## src/hw/rtl/gzmd_pkg.sv

```systemverilog
// ----------------------------------------------------------------------------
// gzmd_pkg
// constants and types shared by the gzip member deframer
// ----------------------------------------------------------------------------
package gzmd_pkg;

  localparam logic [7:0] MAGIC_A        = 8'h1F;
  localparam logic [7:0] MAGIC_B        = 8'h8B;
  localparam logic [7:0] METHOD_DEFLATE = 8'd8;
  localparam logic [4:0] MIN_MEMBER     = 5'd20;
  localparam logic [3:0] TAIL_LEN       = 4'd8;

  // result queue depth, room for three results beyond the one on the port
  localparam int unsigned QDEPTH = 4;
  localparam int unsigned QAW    = $clog2(QDEPTH);

  localparam int unsigned IN_TDATA_W  = 8;
  localparam int unsigned OUT_TDATA_W = 136;

  typedef enum logic [2:0] {
    ST_OK        = 3'd0,
    ST_TOO_SHORT = 3'd1,
    ST_BAD_MAGIC = 3'd2,
    ST_BAD_METH  = 3'd3,
    ST_TRUNC     = 3'd4
  } status_t;

  typedef struct packed {
    logic        kind;
    logic [7:0]  payload_byte;
    logic [2:0]  status;
    logic [7:0]  header_flags;
    logic [31:0] mod_time;
    logic [7:0]  extra_flags;
    logic [7:0]  os_code;
    logic [31:0] stored_crc;
    logic [31:0] stored_size;
    logic        end_mark;
  } result_t;

endpackage

```

## src/hw/rtl/gzip_member_deframer_core.sv

```systemverilog
// ----------------------------------------------------------------------------
// gzip_member_deframer_core
// splits a gzip member into header fields, deflate payload and trailer
// ----------------------------------------------------------------------------
// The in_ channel carries one byte of a gzip member per request, in_tlast
// marking its last byte. The out_ channel gives payload bytes (out_tuser 0)
// and, after the last byte, one summary record (out_tuser 1, out_tlast 1)
// with status, header fields and the stored CRC-32 and size.
// Each byte is decoded in the cycle it is accepted and its results are
// written into a four-entry result queue that drives out_. Payload bytes
// are held back by an eight-byte delay line, so a body byte leaves once
// eight more body bytes have arrived, and the trailer never leaves as
// payload. Throughput is one byte per cycle while in_tready is high. The
// last byte of a member with any payload yields two results, and the
// single out_ port drains them at one per cycle while out_tready is high.
// in_tready falls while fewer than two queue entries are free. A stalled
// receiver therefore stops input once three results are waiting.
// Reset (synchronous, rst_n low) empties the queue and sends the parser to
// the first magic byte; a member's last byte resets the parser alone.
// ----------------------------------------------------------------------------
module gzip_member_deframer_core (
  input  logic                                clk,
  input  logic                                rst_n,
  input  logic                                in_tvalid,
  output logic                                in_tready,
  input  logic [gzmd_pkg::IN_TDATA_W-1:0]     in_tdata,  // data_byte[7:0]
  input  logic                                in_tlast,
  output logic                                out_tvalid,
  input  logic                                out_tready,
  // payload_byte[7:0] status[10:8] header_flags[18:11] mod_time[50:19]
  // extra_flags[58:51] os_code[66:59] stored_crc[98:67] stored_size[130:99]
  output logic [gzmd_pkg::OUT_TDATA_W-1:0]    out_tdata,
  output logic                                out_tuser, // kind
  output logic                                out_tlast
);

  typedef enum logic [3:0] {
    PH_MAGIC1, PH_MAGIC2, PH_METHOD, PH_FLG, PH_MTIME, PH_XFL, PH_OS,
    PH_XLEN, PH_EXTRA, PH_NAME, PH_COMMENT, PH_HCRC, PH_BODY, PH_DRAIN
  } phase_t;

  phase_t      phase_r, phase_nxt;
  logic [4:0]  total_r, total_nxt;
  logic [16:0] fc_r, fc_nxt;
  logic [7:0]  flags_r, flags_nxt;
  logic [31:0] mtime_r, mtime_nxt;
  logic [7:0]  xfl_r, xfl_nxt;
  logic [7:0]  os_r, os_nxt;
  logic [3:0]  fill_r, fill_nxt;
  logic [2:0]  err_r, err_nxt;
  logic [7:0]  tail_r [8];
  logic [7:0]  tail_nxt [8];

  logic [gzmd_pkg::QAW:0]   cnt_r, cnt_nxt;
  logic [gzmd_pkg::QAW-1:0] wp_r, rp_r, wp2;
  gzmd_pkg::result_t        q_r [gzmd_pkg::QDEPTH];
  gzmd_pkg::result_t        pay_res, sum_res, head;

  logic       in_acc, out_acc, emit_pay, fin;
  logic [7:0] b;
  logic [2:0] st;
  logic [1:0] n_push;

  // first optional header part at or after the given one that FLG asks for
  function automatic phase_t next_part(input phase_t from, input logic [7:0] flg);
    phase_t res;
    res = PH_BODY;
    if (from <= PH_HCRC && flg[1]) res = PH_HCRC;
    if (from <= PH_COMMENT && flg[4]) res = PH_COMMENT;
    if (from <= PH_NAME && flg[3]) res = PH_NAME;
    if (from <= PH_XLEN && flg[2]) res = PH_XLEN;
    return res;
  endfunction

  assign in_tready = (cnt_r <= (gzmd_pkg::QAW+1)'(gzmd_pkg::QDEPTH - 2));
  assign in_acc    = in_tvalid && in_tready;
  assign out_tvalid = (cnt_r != '0);
  assign out_acc   = out_tvalid && out_tready;
  assign b         = in_tdata[7:0];
  assign fin       = in_tlast;
  assign emit_pay  = (phase_r == PH_BODY) && (fill_r >= gzmd_pkg::TAIL_LEN);

  always_comb begin
    phase_nxt = phase_r;
    total_nxt = (total_r < gzmd_pkg::MIN_MEMBER) ? total_r + 5'd1 : total_r;
    fc_nxt    = fc_r;
    flags_nxt = flags_r;
    mtime_nxt = mtime_r;
    xfl_nxt   = xfl_r;
    os_nxt    = os_r;
    fill_nxt  = fill_r;
    err_nxt   = err_r;
    tail_nxt  = tail_r;
    case (phase_r)
      PH_MAGIC1: begin
        if (b == gzmd_pkg::MAGIC_A) phase_nxt = PH_MAGIC2;
        else begin
          err_nxt   = gzmd_pkg::ST_BAD_MAGIC;
          phase_nxt = PH_DRAIN;
        end
      end
      PH_MAGIC2: begin
        if (b == gzmd_pkg::MAGIC_B) phase_nxt = PH_METHOD;
        else begin
          err_nxt   = gzmd_pkg::ST_BAD_MAGIC;
          phase_nxt = PH_DRAIN;
        end
      end
      PH_METHOD: begin
        if (b == gzmd_pkg::METHOD_DEFLATE) phase_nxt = PH_FLG;
        else begin
          err_nxt   = gzmd_pkg::ST_BAD_METH;
          phase_nxt = PH_DRAIN;
        end
      end
      PH_FLG: begin
        flags_nxt = b;
        fc_nxt    = '0;
        phase_nxt = PH_MTIME;
      end
      PH_MTIME: begin
        mtime_nxt = mtime_r | ({24'd0, b} << {fc_r[1:0], 3'b000});
        fc_nxt    = fc_r + 17'd1;
        if (fc_r[1:0] == 2'd3) begin
          fc_nxt    = '0;
          phase_nxt = PH_XFL;
        end
      end
      PH_XFL: begin
        xfl_nxt   = b;
        phase_nxt = PH_OS;
      end
      PH_OS: begin
        os_nxt    = b;
        fc_nxt    = '0;
        phase_nxt = next_part(PH_XLEN, flags_r);
      end
      PH_XLEN: begin
        // bit 16 marks that the low length byte was taken
        if (fc_r == '0) fc_nxt = {1'b1, 8'd0, b};
        else begin
          fc_nxt = {1'b0, b, fc_r[7:0]};
          if ({b, fc_r[7:0]} == 16'd0) phase_nxt = next_part(PH_NAME, flags_r);
          else phase_nxt = PH_EXTRA;
        end
      end
      PH_EXTRA: begin
        fc_nxt = {1'b0, fc_r[15:0] - 16'd1};
        if (fc_r[15:0] == 16'd1) phase_nxt = next_part(PH_NAME, flags_r);
      end
      PH_NAME: begin
        if (b == 8'd0) phase_nxt = next_part(PH_COMMENT, flags_r);
      end
      PH_COMMENT: begin
        if (b == 8'd0) begin
          fc_nxt    = '0;
          phase_nxt = next_part(PH_HCRC, flags_r);
        end
      end
      PH_HCRC: begin
        fc_nxt = fc_r + 17'd1;
        if (fc_r != '0) begin
          fc_nxt    = '0;
          phase_nxt = PH_BODY;
        end
      end
      PH_BODY: begin
        if (emit_pay) begin
          for (int i = 0; i < 7; i++) tail_nxt[i] = tail_r[i+1];
          tail_nxt[7] = b;
        end else begin
          tail_nxt[fill_r[2:0]] = b;
          fill_nxt = fill_r + 4'd1;
        end
      end
      default: ;
    endcase
  end

  // summary status from the state after this byte
  always_comb begin
    if (total_nxt < gzmd_pkg::MIN_MEMBER) st = gzmd_pkg::ST_TOO_SHORT;
    else if (err_nxt != gzmd_pkg::ST_OK) st = err_nxt;
    else if (phase_nxt != PH_BODY || fill_nxt < gzmd_pkg::TAIL_LEN) st = gzmd_pkg::ST_TRUNC;
    else st = gzmd_pkg::ST_OK;
  end

  always_comb begin
    pay_res              = '0;
    pay_res.payload_byte = tail_r[0];
    sum_res              = '0;
    sum_res.kind         = 1'b1;
    sum_res.status       = st;
    sum_res.header_flags = flags_nxt;
    sum_res.mod_time     = mtime_nxt;
    sum_res.extra_flags  = xfl_nxt;
    sum_res.os_code      = os_nxt;
    if (st == gzmd_pkg::ST_OK) begin
      sum_res.stored_crc  = {tail_nxt[3], tail_nxt[2], tail_nxt[1], tail_nxt[0]};
      sum_res.stored_size = {tail_nxt[7], tail_nxt[6], tail_nxt[5], tail_nxt[4]};
    end
    sum_res.end_mark = 1'b1;
  end

  assign n_push  = in_acc ? ({1'b0, emit_pay} + {1'b0, fin}) : 2'd0;
  assign wp2     = emit_pay ? wp_r + 1'b1 : wp_r;
  assign cnt_nxt = cnt_r + (gzmd_pkg::QAW+1)'(n_push) - (gzmd_pkg::QAW+1)'(out_acc);

  always_ff @(posedge clk) begin
    if (!rst_n) begin
      phase_r <= PH_MAGIC1;
      total_r <= '0;
      fc_r    <= '0;
      flags_r <= '0;
      mtime_r <= '0;
      xfl_r   <= '0;
      os_r    <= '0;
      fill_r  <= '0;
      err_r   <= gzmd_pkg::ST_OK;
      cnt_r   <= '0;
      wp_r    <= '0;
      rp_r    <= '0;
    end else begin
      cnt_r <= cnt_nxt;
      wp_r  <= wp_r + (gzmd_pkg::QAW)'(n_push);
      if (out_acc) rp_r <= rp_r + 1'b1;
      if (in_acc) begin
        if (fin) begin
          // next member starts from scratch
          phase_r <= PH_MAGIC1;
          total_r <= '0;
          fc_r    <= '0;
          flags_r <= '0;
          mtime_r <= '0;
          xfl_r   <= '0;
          os_r    <= '0;
          fill_r  <= '0;
          err_r   <= gzmd_pkg::ST_OK;
        end else begin
          phase_r <= phase_nxt;
          total_r <= total_nxt;
          fc_r    <= fc_nxt;
          flags_r <= flags_nxt;
          mtime_r <= mtime_nxt;
          xfl_r   <= xfl_nxt;
          os_r    <= os_nxt;
          fill_r  <= fill_nxt;
          err_r   <= err_nxt;
        end
      end
    end
  end

  // delay line and result queue, no reset
  always_ff @(posedge clk) begin
    if (in_acc) begin
      tail_r <= tail_nxt;
      if (emit_pay) q_r[wp_r] <= pay_res;
      if (fin) q_r[wp2] <= sum_res;
    end
  end

  assign head       = q_r[rp_r];
  assign out_tuser  = head.kind;
  assign out_tlast  = head.end_mark;
  assign out_tdata  = {5'd0, head.stored_size, head.stored_crc, head.os_code,
                       head.extra_flags, head.mod_time, head.header_flags,
                       head.status, head.payload_byte};

  a_cnt_bound: assert property (@(posedge clk) disable iff (!rst_n)
    cnt_r <= (gzmd_pkg::QAW+1)'(gzmd_pkg::QDEPTH))
    else $error("result queue overflow");

  a_fill_bound: assert property (@(posedge clk) disable iff (!rst_n)
    fill_r <= gzmd_pkg::TAIL_LEN)
    else $error("delay line fill out of range");

  a_total_bound: assert property (@(posedge clk) disable iff (!rst_n)
    total_r <= gzmd_pkg::MIN_MEMBER)
    else $error("byte count past saturation");

  a_fin_result: assert property (@(posedge clk) disable iff (!rst_n)
    in_acc && fin |=> out_tvalid && phase_r == PH_MAGIC1 && fill_r == '0)
    else $error("final byte left no summary or state not cleared");

  a_summary_last: assert property (@(posedge clk) disable iff (!rst_n)
    out_tvalid && out_tuser |-> out_tlast)
    else $error("summary record without end mark");

  a_pay_only_body: assert property (@(posedge clk) disable iff (!rst_n)
    in_acc && emit_pay |-> fill_r == gzmd_pkg::TAIL_LEN && err_r == gzmd_pkg::ST_OK)
    else $error("payload emitted outside a clean body");

endmodule

```

## config.mk

```make
export PLATFORM = sky130hd
export DESIGN_NAME = gzip_member_deframer_core
export DESIGN_NICKNAME = d
export VERILOG_FILES = /design/src/hw/rtl/gzmd_pkg.sv /design/src/hw/rtl/gzip_member_deframer_core.sv
export SDC_FILE = /design/constraint.sdc
export NUM_CORES = 1
export LEC_CHECK = 0
export ABC_AREA = 0
export BUFFER_PORTS_ARGS = -buffer_cell sky130_fd_sc_hd__buf_2
export CAP_MARGIN = 10
export CORE_MARGIN = 4
export CORE_UTILIZATION = 54
export DETAILED_ROUTE_END_ITERATION = 10
export PLACE_DENSITY_LB_ADDON = 0.3
export REMOVE_ABC_BUFFERS = 1
export SLEW_MARGIN = 0
export SYNTH_ARGS = -nofsm -noshare
export SYNTH_HDL_FRONTEND = slang
export SYNTH_SLANG_ARGS = --single-unit
```

## constraint.sdc

```tcl
create_clock -name clk -period 16.6 [get_ports clk]
set_input_delay 1.66 -clock clk [delete_from_list [all_inputs] [get_ports clk]]
set_output_delay 1.66 -clock clk [all_outputs]
set_load 0.005 [all_outputs]
```

; Word level (Yosys, flattened, before mapping)
; Memory sizes are Yosys's and may differ from the RTL's. A register that Yosys moved wholly into a read port is not among the register bits.
; Cells that the tools add are included.
[word_totals]
elab_cells = 138
register_bits = 160
output_inout_bits = 140
input_bits = 13
mem_bits_rw = 532
memories = 1
[op_classes]
reduce_logical = 17
addsub = 10
n_shift = 1
n_bitwise = 2
muxes = 59
eq_ne = 20
magnitude_cmp = 7
[memory_table]
columns = memory, depth, width, read_ports, rd_clocked_by_memory_dff, write_ports, line
row1 = q_r, 4, 133, 1, 1, 2, gzip_member_deframer_core.sv:56  ; gzmd_pkg::result_t q_r [gzmd_pkg::QDEPTH];
[ops]
columns = cell, count
row1 = two-way mux 64 bit, 3
row2 = case mux 17 bit (6 select lines), 1
row3 = two-way mux 17 bit, 5
row4 = two-way mux 4 bit, 17
row5 = bitwise mux 64 bit, 1
row6 = two-way mux 32 bit, 2
row7 = two-way mux 8 bit, 7
row8 = case mux 4 bit (12 select lines), 1
row9 = OR 32 bit, 1
row10 = << shifter 8 x 5 -> 32 bit, 1
row11 = demux 8 bit (select 3 bit), 1
row12 = two-way mux 3 bit, 8
row13 = == test 4 bit (second input constant), 5
row14 = adder 17 x 1 -> 17 bit (second input constant), 1
row15 = logical NOT 17 bit, 1
row16 = nonzero test 17 bit, 1
row17 = == test 16 x 1 -> 1 bit (second input constant), 1
row18 = == test 4 x 3 -> 1 bit (second input constant), 4
row19 = logical NOT 16 bit, 1
row20 = subtractor 16 x 1 -> 16 bit (second input constant), 1
row21 = less-than comparator 5 bit (second input constant), 2
row22 = two-way mux 5 bit, 2
row23 = case mux 3 bit (3 select lines), 1
row24 = == test 4 x 2 -> 1 bit (second input constant), 2
row25 = 31 further kinds, 46

; Logic depth before layout (Yosys ltp)
; Gate-level depths: netlist of run 1.
[depth]
depth_word = 13
depth_mapped = 17
mapped_depth_nobuf = 13

; Least setup slack after synthesis of run 1
; Ideal clock, no wire load.
[synth_timing]
path_type = input to register
start = in in_tvalid
end = mem q_r[3][100] (netlist name), enable pin
required_ns = 15.523
slack_ns = 10.396
stages = 8
n_path_buf = 3
arrival_ns = 5.127
setup_ns = 1.077
cell_sequence = nand2_1 > clkinv_1 > nand2_1 > a21o_1 > clkbuf_1 > clkbuf_1 > clkbuf_1 > nand2_1
[synth_rtl]
columns = element, line
row1 = from (decl), gzip_member_deframer_core.sv:24  ; input logic in_tvalid,
row2 = to (decl), gzip_member_deframer_core.sv:56

==> run summary, run 1 <==
DR vias/cell -> 6.54
Starting Density -> 54.8%
Post_cts resized -> 0
Ys Warns -> 0
CP cell instances -> buf_2 > nor4_1 > a32oi_1 > nor2_1 > nor2_1 > o21bai_4 > buf_4 > buf_4 > nor4_1
Area added between synthesis and finish -> 10.6%
Final hold vios -> 0
Avg WL per Cell -> 24.5 um
Status -> completed
HP Class -> flop to flop
F_max -> 189 MHz
Cell Rows -> 88
Tcrit/Tclk final -> 31.9%
Synthesized area -> 31800 um2
Die H -> 251 um
Final WS setup -> 11.30 ns
Synth Register Bits -> 690
Worst path max stage delay -> 0.95 ns
CTS sink cnt -> 690
Final Wtd Congestion -> 0.888
First DRT Iteration DRCs -> 2315
Synth cell types -> 72
Total GRT Usage -> 26.1%
Initial DRT Pass Iterations -> 6
IO buf count -> 147
Most common cell after layout, fill and taps aside -> edfxtp_1
CTS tree -> done
Worst reg2reg setup slack -> 11.65 ns
Seq/Total Area, Yosys -> 61.0%
Post-synthesis async set-or-reset flop share -> 0%
Capture point of the worst reg-to-reg path -> q_r[0][75]
Pre-CTS setup slack -> 10.83 ns
Register-to-Register Path Depth -> 9
# Post-CTS Setup Buffers -> 0
Total CTS buffers -> 72
# IOs -> 153
Setup TNS Final -> 0 ns
Layout cell share with drive strength beyond 1 -> 17.6%
Clk Latency, worst-skew pair -> 0.63 ns
Fin. max-slew vios -> 0
Nets -> 2616
Post-route minimum period -> 5.30 ns
HPWL Detailed -> 46400 um
Hold path startpoint -> q_r[1][0]
WP data arrival -> 5.60 ns
Max FO, Critical Path -> 108
Critical R2R Launch -> phase_r[1]
Deepest clock path buffer count -> 3
H-tree levels -> 3
Via count -> 22300
Core ar. -> 57900 um2
CP max-delay cell -> buf_4
DIE AREA -> 62800 um2
Worst setup EP type -> flop
Clock transition at the registers of the reported paths -> 0.06 ns
Worst rel slew slack -> 7.13%
Commonest non-fill, non-tap cells in the layout -> 556 x edfxtp_1, 308 x nor2_1, 266 x nor4_1, 216 x nand2_1, 147 x buf_2
Unrepaired setup endpoints after global routing -> no
Slew @ Worst Pin -> 1.39 ns
Root Buffer -> clkbuf_16
# hold bufs at CTS -> 0
FILL cells -> 4562
Worst EP required -> 16.90 ns
Number of cells produced by synthesis -> 2562
Placed Area -> 32800 um2
Leak -> 10.8 nW
Synth Flop Type -> edfxtp_1
Crit path launch type -> input port
Horiz. Die Dim -> 251 um
Final wirelength -> 83400 um
Largest net degree at the start of global routing -> 257
# DRC -> 0
Max-cap violations -> 0
End of the worst hold path -> q_r[1][0]
Worst Clk Skew -> 0.0224 ns
Hold Path Cell Cnt -> 2
Pwr/cell area -> 127 nW/um2
EDFF count, synth -> 556
Number of global-route vias before repair -> 22200
Antenna violations before repair -> 1
ANT nets after route -> 0
Design Area, Final -> 35100 um2
Critical path class -> input port to flop
Synthesized area per cell -> 12.4 um2
First-pass GRT wire length -> 129000 um
GR Overflow Total -> 0
VDD IR max -> 0.0000843 V
# setup viols final -> 0
-- report_power, final --
| group | switching [mW] | internal [mW] |
|---|---|---|
| clock network | 0.686 | 0.935 |
| logic | 0.516 | 0.339 |
| registers | 0.0487 | 1.94 |
-- metal layers --
| layer | share of wire (%) | up-vias | track usage (%) |
|---|---|---|---|
| li1 | - | 9877 | - |
| met4 | 2.9 | 0 | 8.24 |
| met2 | 49 | 1079 | 43.1 |
| met3 | 8.2 | 162 | 4.93 |
| met5 | 0 | - | 0 |
| met1 | 40 | 11200 | 35.4 |
-- metrics by stage --
stage	cells	hold WS, ns	power (mW)	util (%)
3_3_place_gp	3275	0.433	2.88	56.6
6_report	3408	0.453	4.46	60.6
5_1_grt	3407	0.474	4.64	60.6
3_5_place_dp	3275	0.443	2.89	56.6
2_1_floorplan	2322	0.418	2.61	-
4_1_cts	3407	0.451	4.50	60.6
-- critical path, delay by kind of cell --
kind / cells / cell delay [ns]
and+or+nand+nor: 4 / 1.57
buffers and inverters: 3 / 1.86
AOI/OAI and AO/OA: 2 / 0.36
-- cells by family (layout without fill, tap and decap cells) --
| family | count (synthesis) | in the layout | share of synthesized area [%] |
|---|---|---|---|
| other | 1 | 6 | 0.0118 |
| AO/OA/AOI/OAI | 403 | 403 | 7.87 |
| multiplexers | 165 | 165 | 10.4 |
| adder cells (fa/ha/maj) | 19 | 19 | 0.772 |
| AND/OR/NAND/NOR | 1005 | 1005 | 15.6 |
| buffers and inverters | 264 | 340 | 3.83 |
| flip-flops | 690 | 690 | 61.0 |
| XOR/XNOR | 15 | 15 | 0.414 |
-- flip-flops by register name (all words and copies together) (netlist names), 8 cells and up, named ones only --
register / cells
q_r: 528
tail_r: 56
mtime_r: 32
fc_r: 17
flags_r: 8
os_r: 8
pay_res: 8
xfl_r: 8
-- synthesized netlist by cell type (9+ instances only) --
cell type  instances  area share [%]
edfxtp_1         556              53
nor2_1           309             3.7
nor4_1           266             5.2
nand2_1          220             2.6
clkbuf_1         170             2.0
dfxtp_1          134             8.4
mux4_2           132             9.4
o21ai_0          122             1.9
a22oi_1          121             2.9
a21oi_1          100             1.6
nor3_1            52            0.82
and2_1            44            0.87
buf_1             37            0.44
nand3_1           27            0.43
buf_6             26            0.92
mux2i_1           25            0.79
ha_1              18            0.71
nor2b_1           18            0.35
inv_1             17            0.20
nand2b_1          12            0.24
a21boi_0          11            0.26
nand3b_1           9            0.21
-- worst max path at each step --
stage / slack, ns / start / depth (start not counted) / endpoint
6_report: 11.30 / in_tdata[1] / 9 / q_r[1][39]
4_1_cts: 11.27 / flop / 4 / out_tdata[82]
2_1_floorplan: 4.50 / in_tvalid / 4 / q_r[0][100]
3_3_place_gp: 10.93 / in_tdata[5] / 11 / q_r[1][36]
3_5_place_dp: 10.83 / in_tdata[5] / 11 / q_r[1][54]
5_1_grt: 11.11 / in_tdata[5] / 11 / q_r[1][40]
-- final cells by class --
type	count	area, um2	area share, %
Sequential cell	690	19400	55.2
Multi-Input combinational cell	1612	11300	32.1
Clock buffer	96	1960	5.59
Timing Repair Buffer	188	1060	3.01
Tap cell	765	957	2.73
Clock inverter	36	395	1.13
Inverter	20	77.6	0.221
Antenna cell	1	2.50	0.00713
Note: power is estimated with default switching activity, not from simulation.
==> run 2, diff against run 1 <==
==> constraint.sdc (replaced) <==
create_clock -name clk -period 4.8 [get_ports clk]
set_input_delay 0.48 -clock clk [delete_from_list [all_inputs] [get_ports clk]]
set_output_delay 0.48 -clock clk [all_outputs]
set_load 0.005 [all_outputs]
==> run 2 against run 1 <==
Against the previous run: core utilization is 0.55 points higher; clock skew fell by 0.0054 ns; cell count increased by 0.38%; clock power rose to 3.4 times the previous value; via count up 0.62%; non-clock buffer count rose by 14; sequential cell count unchanged.
==> run summary, run 2 (synthesis gave the netlist of run 1 again) <==
Max reg flops -> 528 (unchanged)
Clk Latency, worst-skew pair -> 0.61 ns (-0.02 ns)
Capture point of the worst reg-to-reg path -> q_r[3][43]
HPWL Detailed -> 46200 um (-0.39%)
Slew @ Worst Pin -> 1.28 ns (-0.116 ns)
Hold Path Cell Cnt -> 3 (+1)
Unrepaired setup endpoints after global routing -> no
Via count -> 22400 (+0.62%)
Cell Rows -> 88 (unchanged)
H-tree levels -> 3 (unchanged)
Crit path launch type -> flop
Fin. max-slew vios -> 0 (unchanged)
End of the worst hold path -> err_r[1]
Critical R2R Launch -> fc_r[4]
Final hold vios -> 0 (unchanged)
Final WS setup -> 0.622 ns (-10.68 ns)
Final wirelength -> 83900 um (+0.64%)
First DRT Iteration DRCs -> 2418 (+4.4%)
Hold slack -> 0.258 ns (-0.195 ns)
F_max -> 239 MHz
Worst setup EP type -> flop
Worst Clk Skew -> 0.0170 ns (-0.00535 ns)
Number of global-route vias before repair -> 22300 (+0.21%)
Worst reg2reg setup slack -> 0.62 ns (-11.03 ns)
Root Buffer -> clkbuf_16
Core ar. -> 57900 um2 (unchanged)
Hold path startpoint -> rst_n
Total GRT Usage -> 26.2% (+0.18 points)
Most common cell after layout, fill and taps aside -> edfxtp_1
Design Area, Final -> 35400 um2 (+0.91%)
Biggest regs -> q_r (528), tail_r (56), mtime_r (32)
WP data arrival -> 4.54 ns (-1.06 ns)
Clock transition at the registers of the reported paths -> 0.07 ns (about the same)
Pre-CTS setup slack -> 0.840 ns (-9.99 ns)
Post_cts resized -> 0 (unchanged)
Critical path class -> flop to flop
Tcrit/Tclk final -> 87.0%
FILL cells -> 4559 (-0.066%)
Layout cell share with drive strength beyond 1 -> 17.9% (+0.28 points)
Largest register by flop count -> q_r
Status -> completed
# Post-CTS Setup Buffers -> 0 (unchanged)
Nets -> 2631 (+0.57%)
Horiz. Die Dim -> 251 um (unchanged)
Worst rel slew slack -> 14.9% (+7.7 points)
Total CTS buffers -> 73 (+1.4%)
ANT nets after route -> 0 (unchanged)
Avg WL per Cell -> 24.5 um (+0.26%)
Antenna violations before repair -> 1 (unchanged)
# DRC -> 0 (unchanged)
Max-cap violations -> 0 (unchanged)
CTS tree -> done
Final Wtd Congestion -> 0.899 (+1.3%)
Max FO, Critical Path -> 256 (+140%)
Area added between synthesis and finish -> 11.6%
# setup viols final -> 0 (unchanged)
VDD IR max -> 0.000398 V (+370%)
Starting Density -> 54.8% (unchanged)
DIE AREA -> 62800 um2 (unchanged)
Ant. Diodes -> 0 (-1)
DR vias/cell -> 6.56 (+0.24%)
First-pass GRT wire length -> 130000 um (+0.37%)
Register-to-Register Path Depth -> 8 (-1)
Deepest clock path buffer count -> 3 (unchanged)
GR Overflow Total -> 0 (unchanged)
Non-filler cells, final -> 3421 (+0.38%)
CTS sink cnt -> 690 (unchanged)
Largest net degree at the start of global routing -> 257 (unchanged)
Post-route minimum period -> 4.18 ns
HP Class -> input port to flop
Pwr/cell area -> 436 nW/um2 (+240%)
Worst EP required -> 5.17 ns (-11.73 ns)
IO buf count -> 147 (unchanged)
# hold bufs at CTS -> 0 (unchanged)
Setup TNS Final -> 0 ns (unchanged)
Initial DRT Pass Iterations -> 6 (unchanged)
Die H -> 251 um (unchanged)
Commonest non-fill, non-tap cells in the layout -> 556 x edfxtp_1, 308 x nor2_1, 266 x nor4_1, 216 x nand2_1, 147 x buf_2
Cell total after placement -> 3289 (+0.43%)
Placed Area -> 33100 um2 (+1.1%)
# IOs -> 153 (unchanged)
Leak -> 11.0 nW (+1.4%)
run 2: cell types whose count changed in the layout (fill, tap and decap cells not counted), moves of 3 or more:
cell	previous run	this run
clkinv_4	3	0
clkinv_2	9	13
buf_4	40	34
buf_12	1	21
run 2: critical path, stage by stage (launching register included):
cell and delay, ns:
dfxtp_1 0.38, nor4_4 0.57, nand2_2 0.20, nor4_4 0.62, o21ai_1 0.16, and4_1 0.22
o41a_2 0.52, buf_12 0.27, nor4_1 0.63
run 2: metrics by stage:
stage               util, %  total power [mW]
floorplan                 -              9.02
global placement       57.2              10.0
detailed placement     57.2              10.1
CTS                    61.2              15.6
global route           61.2              16.1
finish                 61.2              15.5
run 2: cell type report:
class	instances	area, um2	share of cell area [%]
flip-flops and latches	690	19400	54.7
well taps	765	957	2.70
multi-input cells	1612	11300	31.8
clock inverters	34	328	0.925
clock buffers	98	2000	5.65
inverters	20	77.6	0.219
repair buffers	202	1410	3.98
run 2: worst max path at each step:
stage	startpoint	endpoint	depth (start not counted)
2_1_floorplan	in_tvalid	q_r[0][100]	4
3_3_place_gp	in_tdata[3]	q_r[0][40]	10
3_5_place_dp	in_tdata[6]	q_r[0][43]	9
4_1_cts	phase_r[3]	q_r[3][43]	9
5_1_grt	fc_r[0]	q_r[3][43]	11
6_report	fc_r[4]	q_r[3][43]	8
run 2: where the power goes:
group | internal, mW | switching [mW] | leakage, nW
clock network | 3.26 | 2.28 | 1.14
registers | 6.71 | 0.180 | 6.08
logic | 1.21 | 1.82 | 3.77
run 2: routing by layer:
metal | vias to the layer above | routed length [um] | global-route usage, %
li1 | 9919 | - | -
met1 | 11200 | 33000 | 35.7
met2 | 1155 | 41400 | 43.6
met3 | 153 | 7310 | 4.99
met4 | 2 | 2220 | 7.70
met5 | - | 13 | 0
